--- config.mk ---
export PLATFORM = sky130hd
export DESIGN_NAME = dtw_gesture_matcher
export DESIGN_NICKNAME = d
export VERILOG_FILES = /design/src/hdl/dtw_pkg.sv /design/src/hdl/dtw_gesture_matcher.sv /design/src/hdl/dtw_front.sv /design/src/hdl/dtw_back.sv
export SDC_FILE = /design/constraint.sdc
export NUM_CORES = 2
export LEC_CHECK = 0
export ABC_AREA = 1
export BUFFER_PORTS_ARGS = -buffer_cell sky130_fd_sc_hd__clkbuf_2
export CAP_MARGIN = 20
export CORE_MARGIN = 2
export CORE_UTILIZATION = 60
export CTS_CLUSTER_SIZE = 24
export DETAILED_ROUTE_END_ITERATION = 10
export PLACE_DENSITY = 0.78
export SLEW_MARGIN = 30
export SYNTH_ARGS = -nofsm -noshare
export SYNTH_HDL_FRONTEND = slang
export SYNTH_SLANG_ARGS = --single-unit
export TNS_END_PERCENT = 30
--- constraint.sdc ---
create_clock -name clk -period 20.6 [get_ports clk]
set_input_delay 5.15 -clock clk [delete_from_list [all_inputs] [get_ports clk]]
set_output_delay 5.15 -clock clk [all_outputs]
set_load 0.005 [all_outputs]
--- src/hdl/dtw_pkg.sv ---
// Shared types, constants and the template table for the gesture matcher
`timescale 1ns / 1ps
package dtw_pkg;
    localparam int NCH      = 10;
    localparam int COST_W   = 24;
    localparam logic [COST_W-1:0] COST_MAX = {COST_W{1'b1}};
    localparam logic [23:0] THR_RESET = 24'd6400;
    localparam int BUILTIN  = 3;
    localparam logic [7:0] CODE_NONE  = 8'd78;
    localparam logic [7:0] CODE_L     = 8'd76;
    localparam logic [7:0] CODE_EXTRA = 8'd63;
    localparam int SUMSQ_W  = 38;

    typedef logic signed [15:0] sample_t;
    typedef sample_t [NCH-1:0] vec_t;

    // queued work: one sample and its end marker
    typedef struct packed {
        vec_t samp;
        logic last;
    } work_t;

    typedef enum logic [2:0] {
        B_IDLE, B_DIFF, B_SQRT, B_UPD, B_SCAN, B_OUT
    } bstate_t;

    typedef enum logic [1:0] {
        REG_THR_A = 2'd0,
        REG_THR_B = 2'd1,
        REG_THR_C = 2'd2
    } reg_idx_t;

    // Built-in templates, Q8.8; entries outside the table read as zero
    function automatic logic signed [15:0] tmpl_val(input int t, input int n, input int c);
        logic signed [15:0] tab [0:89];
        tab = '{
            -16'sd146, -16'sd100, 16'sd335, -16'sd302, -16'sd225, 16'sd750, 16'sd484,
            16'sd428, 16'sd397, 16'sd410,
            16'sd54, -16'sd246, 16'sd90, 16'sd125, -16'sd558, 16'sd207, 16'sd489,
            16'sd425, 16'sd384, 16'sd399,
            16'sd46, -16'sd238, 16'sd110, 16'sd105, -16'sd550, 16'sd253, 16'sd484,
            16'sd425, 16'sd402, 16'sd412,
            -16'sd151, -16'sd233, 16'sd353, -16'sd340, -16'sd532, 16'sd776, 16'sd492,
            16'sd420, 16'sd387, 16'sd420,
            16'sd67, -16'sd238, 16'sd84, 16'sd151, -16'sd556, 16'sd200, 16'sd497,
            16'sd443, 16'sd394, 16'sd397,
            16'sd69, -16'sd243, 16'sd84, 16'sd159, -16'sd558, 16'sd195, 16'sd497,
            16'sd430, 16'sd407, 16'sd399,
            -16'sd128, -16'sd261, 16'sd148, -16'sd297, -16'sd653, 16'sd387, 16'sd494,
            16'sd440, 16'sd387, 16'sd399,
            16'sd61, -16'sd212, 16'sd90, 16'sd141, -16'sd481, 16'sd207, 16'sd499,
            16'sd425, 16'sd404, 16'sd412,
            16'sd59, -16'sd238, 16'sd90, 16'sd136, -16'sd540, 16'sd200, 16'sd486,
            16'sd433, 16'sd410, 16'sd397};
        if (t < BUILTIN && n < BUILTIN && c < NCH)
            return tab[(t * BUILTIN + n) * NCH + c];
        return 16'sd0;
    endfunction
endpackage

--- src/hdl/dtw_gesture_matcher.sv ---
// Top level of the DTW gesture matcher
`timescale 1ns / 1ps
// A sample is taken when start is high and busy is low; up to two samples queue
// ahead of the compute engine. Each of the NUM_TEMPLATES*TEMPLATE_LEN cells takes
// a squared-difference accumulation over the channels, a bit-pair square root and
// one column update; a sample that arrives past MAX_SAMPLES is not scored. The last
// sample adds a scan over the cells that stops once a match is found, and then the
// result. The result appears for one cycle with done high and must be taken then,
// as the receiver cannot stall it.
module dtw_gesture_matcher #(
    parameter int NUM_TEMPLATES = 3,
    parameter int TEMPLATE_LEN  = 3,
    parameter int MAX_SAMPLES   = 64
) (
    input  logic         clk,
    input  logic         rst_n,
    input  logic         start,
    output logic         busy,
    input  logic [15:0]  imu_ch0,
    input  logic [15:0]  imu_ch1,
    input  logic [15:0]  imu_ch2,
    input  logic [15:0]  imu_ch6,
    input  logic [15:0]  imu_ch7,
    input  logic [15:0]  imu_ch8,
    input  logic [15:0]  imu_ch9,
    input  logic [15:0]  imu_ch10,
    input  logic [15:0]  imu_ch11,
    input  logic [15:0]  imu_ch12,
    input  logic         last_sample,
    output logic         done,
    output logic         gesture_found,
    output logic [1:0]   template_index,
    output logic [7:0]   gesture_code,
    output logic [23:0]  best_score,
    output logic         sample_overflow,
    input  logic         psel,
    input  logic         penable,
    input  logic         pwrite,
    input  logic [3:0]   paddr,
    input  logic [31:0]  pwdata,
    output logic [31:0]  prdata,
    output logic         pready
);
    import dtw_pkg::*;

    vec_t samp;
    work_t q_data;
    logic q_valid, q_pop;
    logic [23:0] thr_a, thr_b, thr_c;

    assign samp = {imu_ch12, imu_ch11, imu_ch10, imu_ch9, imu_ch8,
                   imu_ch7, imu_ch6, imu_ch2, imu_ch1, imu_ch0};
    assign pready = 1'b1;

    dtw_front u_front (
        .clk(clk), .rst_n(rst_n), .start(start), .busy(busy), .samp(samp),
        .last_sample(last_sample), .psel(psel), .penable(penable), .pwrite(pwrite),
        .paddr(paddr), .pwdata(pwdata), .prdata(prdata),
        .thr_a(thr_a), .thr_b(thr_b), .thr_c(thr_c),
        .q_valid(q_valid), .q_data(q_data), .q_pop(q_pop)
    );

    dtw_back #(
        .NUM_TEMPLATES(NUM_TEMPLATES), .TEMPLATE_LEN(TEMPLATE_LEN),
        .MAX_SAMPLES(MAX_SAMPLES)
    ) u_back (
        .clk(clk), .rst_n(rst_n), .q_valid(q_valid), .q_data(q_data), .q_pop(q_pop),
        .thr_a(thr_a), .thr_b(thr_b), .thr_c(thr_c), .done(done),
        .gesture_found(gesture_found), .template_index(template_index),
        .gesture_code(gesture_code), .best_score(best_score),
        .sample_overflow(sample_overflow)
    );
endmodule

--- src/hdl/dtw_front.sv ---
// Front end: takes samples, holds thresholds, queues work for the back end
`timescale 1ns / 1ps
module dtw_front (
    input  logic                 clk,
    input  logic                 rst_n,
    input  logic                 start,
    output logic                 busy,
    input  dtw_pkg::vec_t        samp,
    input  logic                 last_sample,
    input  logic                 psel,
    input  logic                 penable,
    input  logic                 pwrite,
    input  logic [3:0]           paddr,
    input  logic [31:0]          pwdata,
    output logic [31:0]          prdata,
    output logic [23:0]          thr_a,
    output logic [23:0]          thr_b,
    output logic [23:0]          thr_c,
    output logic                 q_valid,
    output dtw_pkg::work_t       q_data,
    input  logic                 q_pop
);
    import dtw_pkg::*;

    // two-entry queue
    work_t     q_mem [0:1];
    logic      wp_reg, rp_reg;
    logic [1:0] cnt_reg;
    logic [23:0] thr_a_reg, thr_b_reg, thr_c_reg;
    logic push;
    reg_idx_t idx;

    assign busy    = (cnt_reg == 2'd2);
    assign push    = start && !busy;
    assign q_valid = (cnt_reg != 2'd0);
    assign q_data  = q_mem[rp_reg];
    assign idx     = reg_idx_t'(paddr[3:2]);

    always_ff @(posedge clk)
    begin
        if (push)
            q_mem[wp_reg] <= '{samp: samp, last: last_sample};
    end

    always_ff @(posedge clk or negedge rst_n)
    begin
        if (!rst_n)
        begin
            wp_reg  <= 1'b0;
            rp_reg  <= 1'b0;
            cnt_reg <= 2'd0;
        end
        else
        begin
            if (push)
                wp_reg <= ~wp_reg;
            if (q_pop)
                rp_reg <= ~rp_reg;
            cnt_reg <= cnt_reg + {1'b0, push} - {1'b0, q_pop};
        end
    end

    // threshold registers
    always_ff @(posedge clk or negedge rst_n)
    begin
        if (!rst_n)
        begin
            thr_a_reg <= THR_RESET;
            thr_b_reg <= THR_RESET;
            thr_c_reg <= THR_RESET;
        end
        else if (psel && penable && pwrite)
        begin
            case (idx)
                REG_THR_A: thr_a_reg <= pwdata[23:0];
                REG_THR_B: thr_b_reg <= pwdata[23:0];
                REG_THR_C: thr_c_reg <= pwdata[23:0];
                default: ;
            endcase
        end
    end

    always_comb
    begin
        case (idx)
            REG_THR_A: prdata = {8'd0, thr_a_reg};
            REG_THR_B: prdata = {8'd0, thr_b_reg};
            REG_THR_C: prdata = {8'd0, thr_c_reg};
            default:   prdata = 32'd0;
        endcase
    end

    assign thr_a = thr_a_reg;
    assign thr_b = thr_b_reg;
    assign thr_c = thr_c_reg;
endmodule

--- src/hdl/dtw_back.sv ---
// Back end: per-cell distance, iterative square root, column update and final scan
`timescale 1ns / 1ps
module dtw_back #(
    parameter int NUM_TEMPLATES = 3,
    parameter int TEMPLATE_LEN  = 3,
    parameter int MAX_SAMPLES   = 64
) (
    input  logic           clk,
    input  logic           rst_n,
    input  logic           q_valid,
    input  dtw_pkg::work_t q_data,
    output logic           q_pop,
    input  logic [23:0]    thr_a,
    input  logic [23:0]    thr_b,
    input  logic [23:0]    thr_c,
    output logic           done,
    output logic           gesture_found,
    output logic [1:0]     template_index,
    output logic [7:0]     gesture_code,
    output logic [23:0]    best_score,
    output logic           sample_overflow
);
    import dtw_pkg::*;

    localparam int NCELL  = NUM_TEMPLATES * TEMPLATE_LEN;
    localparam int CW     = (NCELL > 1) ? $clog2(NCELL) : 1;
    localparam int TW     = (NUM_TEMPLATES > 1) ? $clog2(NUM_TEMPLATES) : 1;
    localparam int NW     = (TEMPLATE_LEN > 1) ? $clog2(TEMPLATE_LEN) : 1;
    localparam int CHW    = $clog2(NCH);
    localparam int SQ_IT  = SUMSQ_W / 2;
    localparam int SIW    = $clog2(SQ_IT);

    bstate_t st_reg, st_next;

    logic [COST_W-1:0] col_reg [0:NCELL-1];
    logic [6:0]        scnt_reg;
    logic              ovf_reg;
    logic [TW-1:0]     t_reg;
    logic [NW-1:0]     n_reg;
    logic [CW-1:0]     cell_reg;
    logic [CHW-1:0]    ch_reg;
    logic [SUMSQ_W-1:0] acc_reg;
    logic [SUMSQ_W-1:0] rem_reg;
    logic [SUMSQ_W-1:0] root_reg;
    logic [SIW-1:0]     it_reg;
    logic [COST_W-1:0] above_reg;
    logic [COST_W-1:0] score_reg;
    logic              found_reg;
    logic [1:0]        tidx_reg;
    logic [7:0]        code_reg;
    logic [COST_W-1:0] best_reg;

    // template value of the current cell and channel
    logic signed [15:0] tv;
    logic signed [16:0] diff;
    logic [33:0]        sq;
    always_comb
    begin
        tv = 16'sd0;
        for (int t = 0; t < NUM_TEMPLATES; t++)
            for (int n = 0; n < TEMPLATE_LEN; n++)
                for (int c = 0; c < NCH; c++)
                    if (t_reg == TW'(t) && n_reg == NW'(n) && ch_reg == CHW'(c))
                        tv = tmpl_val(t, n, c);
        diff = 17'(q_data.samp[ch_reg]) - 17'(tv);
        sq   = 34'($signed(diff) * $signed(diff));
    end

    // one step of the bit-pair square root
    logic [SUMSQ_W-1:0] bitv, trial;
    always_comb
    begin
        bitv  = {{(SUMSQ_W-1){1'b0}}, 1'b1} << (2 * (SQ_IT - 1 - int'(it_reg)));
        trial = root_reg + bitv;
    end

    // neighbour minimum and saturating add
    logic [COST_W-1:0] old_v, up_v, bestn;
    logic [COST_W:0]   sum;
    always_comb
    begin
        old_v = col_reg[cell_reg];
        up_v  = (n_reg == '0) ? '0 : col_reg[cell_reg - CW'(1)];
        if (scnt_reg == 7'd0)
            bestn = (n_reg == '0) ? '0 : up_v;
        else if (n_reg == '0)
            bestn = old_v;
        else
        begin
            bestn = above_reg;
            if (up_v < bestn) bestn = up_v;
            if (old_v < bestn) bestn = old_v;
        end
        sum = {1'b0, bestn} + {1'b0, root_reg[COST_W-1:0]};
    end

    logic [23:0] th_cur;
    always_comb
    begin
        case (t_reg)
            TW'(0):  th_cur = thr_a;
            TW'(1):  th_cur = (NUM_TEMPLATES > 1) ? thr_b : THR_RESET;
            TW'(2):  th_cur = (NUM_TEMPLATES > 2) ? thr_c : THR_RESET;
            default: th_cur = THR_RESET;
        endcase
    end

    logic last_n, last_t, last_ch;
    assign last_n  = (n_reg == NW'(TEMPLATE_LEN - 1));
    assign last_t  = (t_reg == TW'(NUM_TEMPLATES - 1));
    assign last_ch = (ch_reg == CHW'(NCH - 1));

    // next state
    always_comb
    begin
        st_next = st_reg;
        case (st_reg)
            B_IDLE: if (q_valid)
                        st_next = (scnt_reg >= 7'(MAX_SAMPLES))
                                  ? (q_data.last ? B_SCAN : B_IDLE) : B_DIFF;
            B_DIFF: if (last_ch) st_next = B_SQRT;
            B_SQRT: if (it_reg == SIW'(SQ_IT - 1)) st_next = B_UPD;
            B_UPD:  if (last_n && last_t) st_next = q_data.last ? B_SCAN : B_IDLE;
                    else st_next = B_DIFF;
            B_SCAN: if (found_reg || (last_n && last_t)) st_next = B_OUT;
            B_OUT:  st_next = B_IDLE;
            default: st_next = B_IDLE;
        endcase
    end

    // outputs
    always_comb
    begin
        q_pop = 1'b0;
        done  = 1'b0;
        case (st_reg)
            B_IDLE: q_pop = q_valid && (scnt_reg >= 7'(MAX_SAMPLES)) && !q_data.last;
            B_UPD:  q_pop = last_n && last_t && !q_data.last;
            B_OUT:  begin q_pop = 1'b1; done = 1'b1; end
            default: ;
        endcase
    end

    always_ff @(posedge clk)
    begin
        if (st_reg == B_UPD)
            col_reg[cell_reg] <= sum[COST_W] ? COST_MAX : sum[COST_W-1:0];
    end

    always_ff @(posedge clk or negedge rst_n)
    begin
        if (!rst_n)
        begin
            st_reg   <= B_IDLE;
            scnt_reg <= '0;
            ovf_reg  <= 1'b0;
            t_reg <= '0; n_reg <= '0; cell_reg <= '0; ch_reg <= '0; it_reg <= '0;
            found_reg <= 1'b0;
        end
        else
        begin
            st_reg <= st_next;
            case (st_reg)
                B_IDLE:
                begin
                    t_reg <= '0; n_reg <= '0; cell_reg <= '0; ch_reg <= '0;
                    acc_reg <= '0; found_reg <= 1'b0; score_reg <= COST_MAX;
                    if (q_valid && scnt_reg >= 7'(MAX_SAMPLES))
                        ovf_reg <= 1'b1;
                end
                B_DIFF:
                begin
                    acc_reg <= acc_reg + SUMSQ_W'(sq);
                    ch_reg  <= ch_reg + CHW'(1);
                    if (last_ch)
                    begin
                        rem_reg  <= acc_reg + SUMSQ_W'(sq);
                        root_reg <= '0;
                        it_reg   <= '0;
                    end
                end
                B_SQRT:
                begin
                    if (rem_reg >= trial)
                    begin
                        rem_reg  <= rem_reg - trial;
                        root_reg <= (root_reg >> 1) + bitv;
                    end
                    else
                        root_reg <= root_reg >> 1;
                    it_reg <= it_reg + SIW'(1);
                end
                B_UPD:
                begin
                    above_reg <= old_v;
                    ch_reg    <= '0;
                    acc_reg   <= '0;
                    cell_reg  <= cell_reg + CW'(1);
                    if (last_n)
                    begin
                        n_reg <= '0;
                        t_reg <= t_reg + TW'(1);
                    end
                    else
                        n_reg <= n_reg + NW'(1);
                    if (last_n && last_t)
                    begin
                        scnt_reg  <= scnt_reg + 7'd1;
                        t_reg <= '0; cell_reg <= '0;
                    end
                end
                B_SCAN:
                begin
                    // running column minimum, threshold test at the end of each column
                    if (col_reg[cell_reg] < score_reg || last_n)
                    begin
                        if (last_n)
                        begin
                            if (!found_reg && ((col_reg[cell_reg] < score_reg)
                                 ? col_reg[cell_reg] : score_reg) < th_cur)
                            begin
                                found_reg <= 1'b1;
                                best_reg  <= (col_reg[cell_reg] < score_reg)
                                             ? col_reg[cell_reg] : score_reg;
                                tidx_reg  <= 2'(t_reg);
                                code_reg  <= (int'(t_reg) < BUILTIN) ? CODE_L : CODE_EXTRA;
                            end
                            score_reg <= COST_MAX;
                        end
                        else
                            score_reg <= col_reg[cell_reg];
                    end
                    cell_reg <= cell_reg + CW'(1);
                    if (last_n)
                    begin
                        n_reg <= '0;
                        t_reg <= t_reg + TW'(1);
                    end
                    else
                        n_reg <= n_reg + NW'(1);
                end
                B_OUT:
                begin
                    scnt_reg <= '0;
                    ovf_reg  <= 1'b0;
                end
                default: ;
            endcase
        end
    end

    // result registers; the outputs are valid in B_OUT, while done is high
    assign gesture_found   = found_reg;
    assign template_index  = found_reg ? tidx_reg : 2'd0;
    assign gesture_code    = found_reg ? code_reg : CODE_NONE;
    assign best_score      = found_reg ? best_reg : COST_MAX;
    assign sample_overflow = ovf_reg;
endmodule

==> impl_results.md <==
- Status: finished clean
- Clk slew on worst S/H paths: 0.06 ns
- Psw: 1502 µW
- Actual slew at the worst max-slew pin: 0.9999 ns
- Synth Instances: roughly 6,500
- Residual DRC count: 0
- Crit-path max cell delay: 0.58 ns
- Setup TNS: 0 ns
- Top-count cell post-synth: nand2_1
- Layout area overhead: 9.497%
- Crit-path slowest cell: inv_2
- Die area: 99,100 µm²
- EDFF count, synth: between 700 and 800
- Nets: 7,534
- Routed len/inst: approximately 19 µm
- R2R Path Start: u_back.ch_reg[1]$_DFFE_PN0N_
- Core Rows: 114
- Fill cells: 7,563
- IO Pins: between 200 and 300
- Crit Path Class: register to register
- Commonest cells in the netlist: nand2_1 (1,371), inv_1 (892), edfxtp_1 (728)
- Clock sinks: 833
- MaxCap Viol Count: 0
- CP arrival: 16.19 ns
- Clock latency at the later pin of the worst-skew pair: between 0.6 and 0.7 ns
- DRT antenna net count: 0
- Crit path capture type: register
- CP required: 20.96 ns
- HP Start: u_front.thr_b[12]$_DFFE_PN1P_
- Grt ovf: 0
- HP Class: register to register
- DR iter-0 viols: 4,588
- Netlist Area Pre-Place: 57,960 µm²
- Skew final: just over 0.05 ns
- Post-cts resize count: 0
- Dpl hpwl: 107,400 µm
- Number of global-route vias before repair: 46,310
- Worst R2R Setup Slack: 4.77 ns
- CTS root buf: clkbuf_16
- Main synth FF type: edfxtp_1
- Setup bufs post-CTS: 0
- Layout Utilization: 0.6591
- RSZ-0062 raised after global routing: false
- Crit path time final: 15.83 ns
- Via/cell ratio: 5.820
- H-tree depth: 3
- Leak: 0.02848 µW
- WP buf/inv: 5
- Tot GR Track Use: 0.3074
- First-pass GRT wire length: 241,700 µm
- Worst R2R Path Depth: 97
- Max reg flops: 322
- Hold EP: u_front.thr_b[12]$_DFFE_PN1P_
- Hold Path Depth: 2
- Top area cells in the synthesized netlist: edfxtp_1 (38%), fa_1 (9.4%), nand2_1 (8.9%)
- CP max FO: 47
- CTS tree: yes
- Hold Buf Count CTS: 0
- Die Height: 314.8 µm
- Die Width: about 310 µm
- Switching share of power: 0.3038
- CTS max path bufs: 3
- Gpl congestion: 0.9700
- DRT Pass-1 Iters: 8
- P_int: between 3000 and 4000 µW
- Port bufs: 251
- Routed wire length: 152,700 µm
- Combinational power share: 0.228
- Critical path's top delay family: simple AND/OR/NAND/NOR gates
- Synth cell types: between 70 and 80
- Synth warn: 0
- Synthesized flop and latch total: 833
- Critical path startpoint category: register
- Async S/R FF share, synth: 0.1261
- CP most frequent cell: nand2_1
- Max VDD drop: 0.00008537 V
- Largest net degree at the start of global routing: 95
- Num CTS Buffers: 87
- Syn avg cell area: around 9 µm²
- Core Box Area: 96,280 µm²
- R2R Path End: u_back.rem_reg[37]$_DFFE_PP_
- # setup viols final: 0
- Power share of the clock group: 0.329
- Period Utilization, post-route: 0.7682
- Sequential fraction of the synthesis area: 0.4227
- Initial antenna violation count: 3
- Leading area contributor after synthesis: edfxtp_1
- Vias: 46,890
- Post-synth top area share: 0.3772
- Final Hold Fails: 0
- Layout cell share with drive strength beyond 1: 0.09379
- PD cells: just under 80 nW/µm²
- Fmax: 0.06319 GHz
- Starting Density: 0.6020
- Max_slew headroom: 0.3324
- Max Slew Vio Count: 0
- Sequential Power Share: 0.443
-- cell usage in the layout, fill, tap and decap left out, drive strengths merged, types with 4 or more instances in the layout --
master,netlist,final
edfxtp,728,728
clkbuf,205,353
fa,273,273
a211oi,19,19
nor3,74,74
and3,9,9
o221ai,38,38
inv,904,908
clkinv,13,48
nand4,28,28
nor4,17,17
o21a,9,9
xnor2,79,79
ha,349,349
dfstp,9,9
a221oi,27,27
o31ai,4,4
conb,2,12
buf,54,75
nand2,1394,1394
dfrtp,96,96
bufinv,0,12
xor2,107,107
o211ai,44,44
o22ai,63,63
a21boi,9,9
nor2,559,559
a21o,6,6
o21bai,16,16
nand3,325,325
clkinvlp,0,7
o21ai,480,480
or2,52,52
a31oi,17,17
a22oi,39,39
a21oi,473,473
-- routing by layer --
metal	routed length, µm	global-route usage	vias up	part of all wire
li1	-	-	22200	-
met1	60340	0.4015	22220	0.40
met2	73350	0.5116	2082	0.48
met3	13440	0.05335	390	0.088
met4	5589	0.1222	0	0.037
met5	0	0	-	0
-- power by group through the flow --
stage	clock, µW	combinational, µW	sequential [µW]
after floorplan	0	851	2170
after global placement	0	1060	2220
after detailed placement	0	1100	2220
after CTS	1640	1120	2190
after global routing	1700	1270	2200
final	1630	1130	2190
-- logic make-up (layout without fill, tap and decap cells) --
family / Yosys count / after routing / share of synthesized area
adder cells (fa/ha/maj): 622 / 622 / 0.1696
AND/OR/NAND/NOR: 2466 / 2466 / 0.1763
other: 2 / 13 / 0.0001296
flip-flops: 833 / 833 / 0.4227
XOR/XNOR: 186 / 186 / 0.02824
buffers and inverters: 1176 / 1403 / 0.07791
AO/OA/AOI/OAI: 1259 / 1259 / 0.1251
-- layout make-up --
| class | instances | area (µm²) | area share |
|---|---|---|---|
| inverters | 917 | 3448 | 0.05434 |
| flip-flops and latches | 833 | 24510 | 0.3862 |
| multi-input cells | 4545 | 29120 | 0.4589 |
| clock inverters | 58 | 699.4 | 0.01102 |
| diodes | 1 | 2.502 | 0.00003943 |
| well taps | 1276 | 1597 | 0.02516 |
| repair buffers | 325 | 1838 | 0.02896 |
| clock buffers | 103 | 2247 | 0.03541 |
-- worst max-delay path by stage --
stage	startpoint	end	slack (ns)	cells after the start
after CTS	u_back.ch_reg[1]$_DFFE_PN0N_	u_back.rem_reg[37]$_DFFE_PP_	4.91	97
after floorplan	u_back.ch_reg[0]$_DFFE_PN0N_	u_back.rem_reg[37]$_DFFE_PP_	7.14	109
after global routing	u_back.ch_reg[1]$_DFFE_PN0N_	u_back.rem_reg[37]$_DFFE_PP_	3.45	97
after detailed placement	u_back.ch_reg[1]$_DFFE_PN0N_	u_back.rem_reg[37]$_DFFE_PP_	5.02	97
after global placement	u_back.ch_reg[1]$_DFFE_PN0N_	u_back.rem_reg[37]$_DFFE_PP_	5.20	97
final	u_back.ch_reg[1]$_DFFE_PN0N_	u_back.rem_reg[37]$_DFFE_PP_	4.77	97
-- worst min-delay path: cells and delay by family (launching register included) --
family          cells  cell delay [ns]
flops               1             0.38
simple gates        1             0.05
compound gates      1             0.07
-- metrics by stage --
step / setup WS [ns] / cells / total power (µW) / instance area, µm² / hold WS [ns]
detailed placement: 5.016 / 7895 / 3323 / 60490 / 0.4908
finish: 4.775 / 8058 / 4944 / 63460 / 0.5002
global route: 3.454 / 8057 / 5167 / 63460 / 0.5267
floorplan: 7.141 / 6554 / 3024 / 58000 / 0.4572
CTS: 4.914 / 8056 / 4939 / 63430 / 0.5003
global placement: 5.198 / 7894 / 3275 / 60470 / 0.4870
No activity file was read; power rests on OpenSTA's default activity.
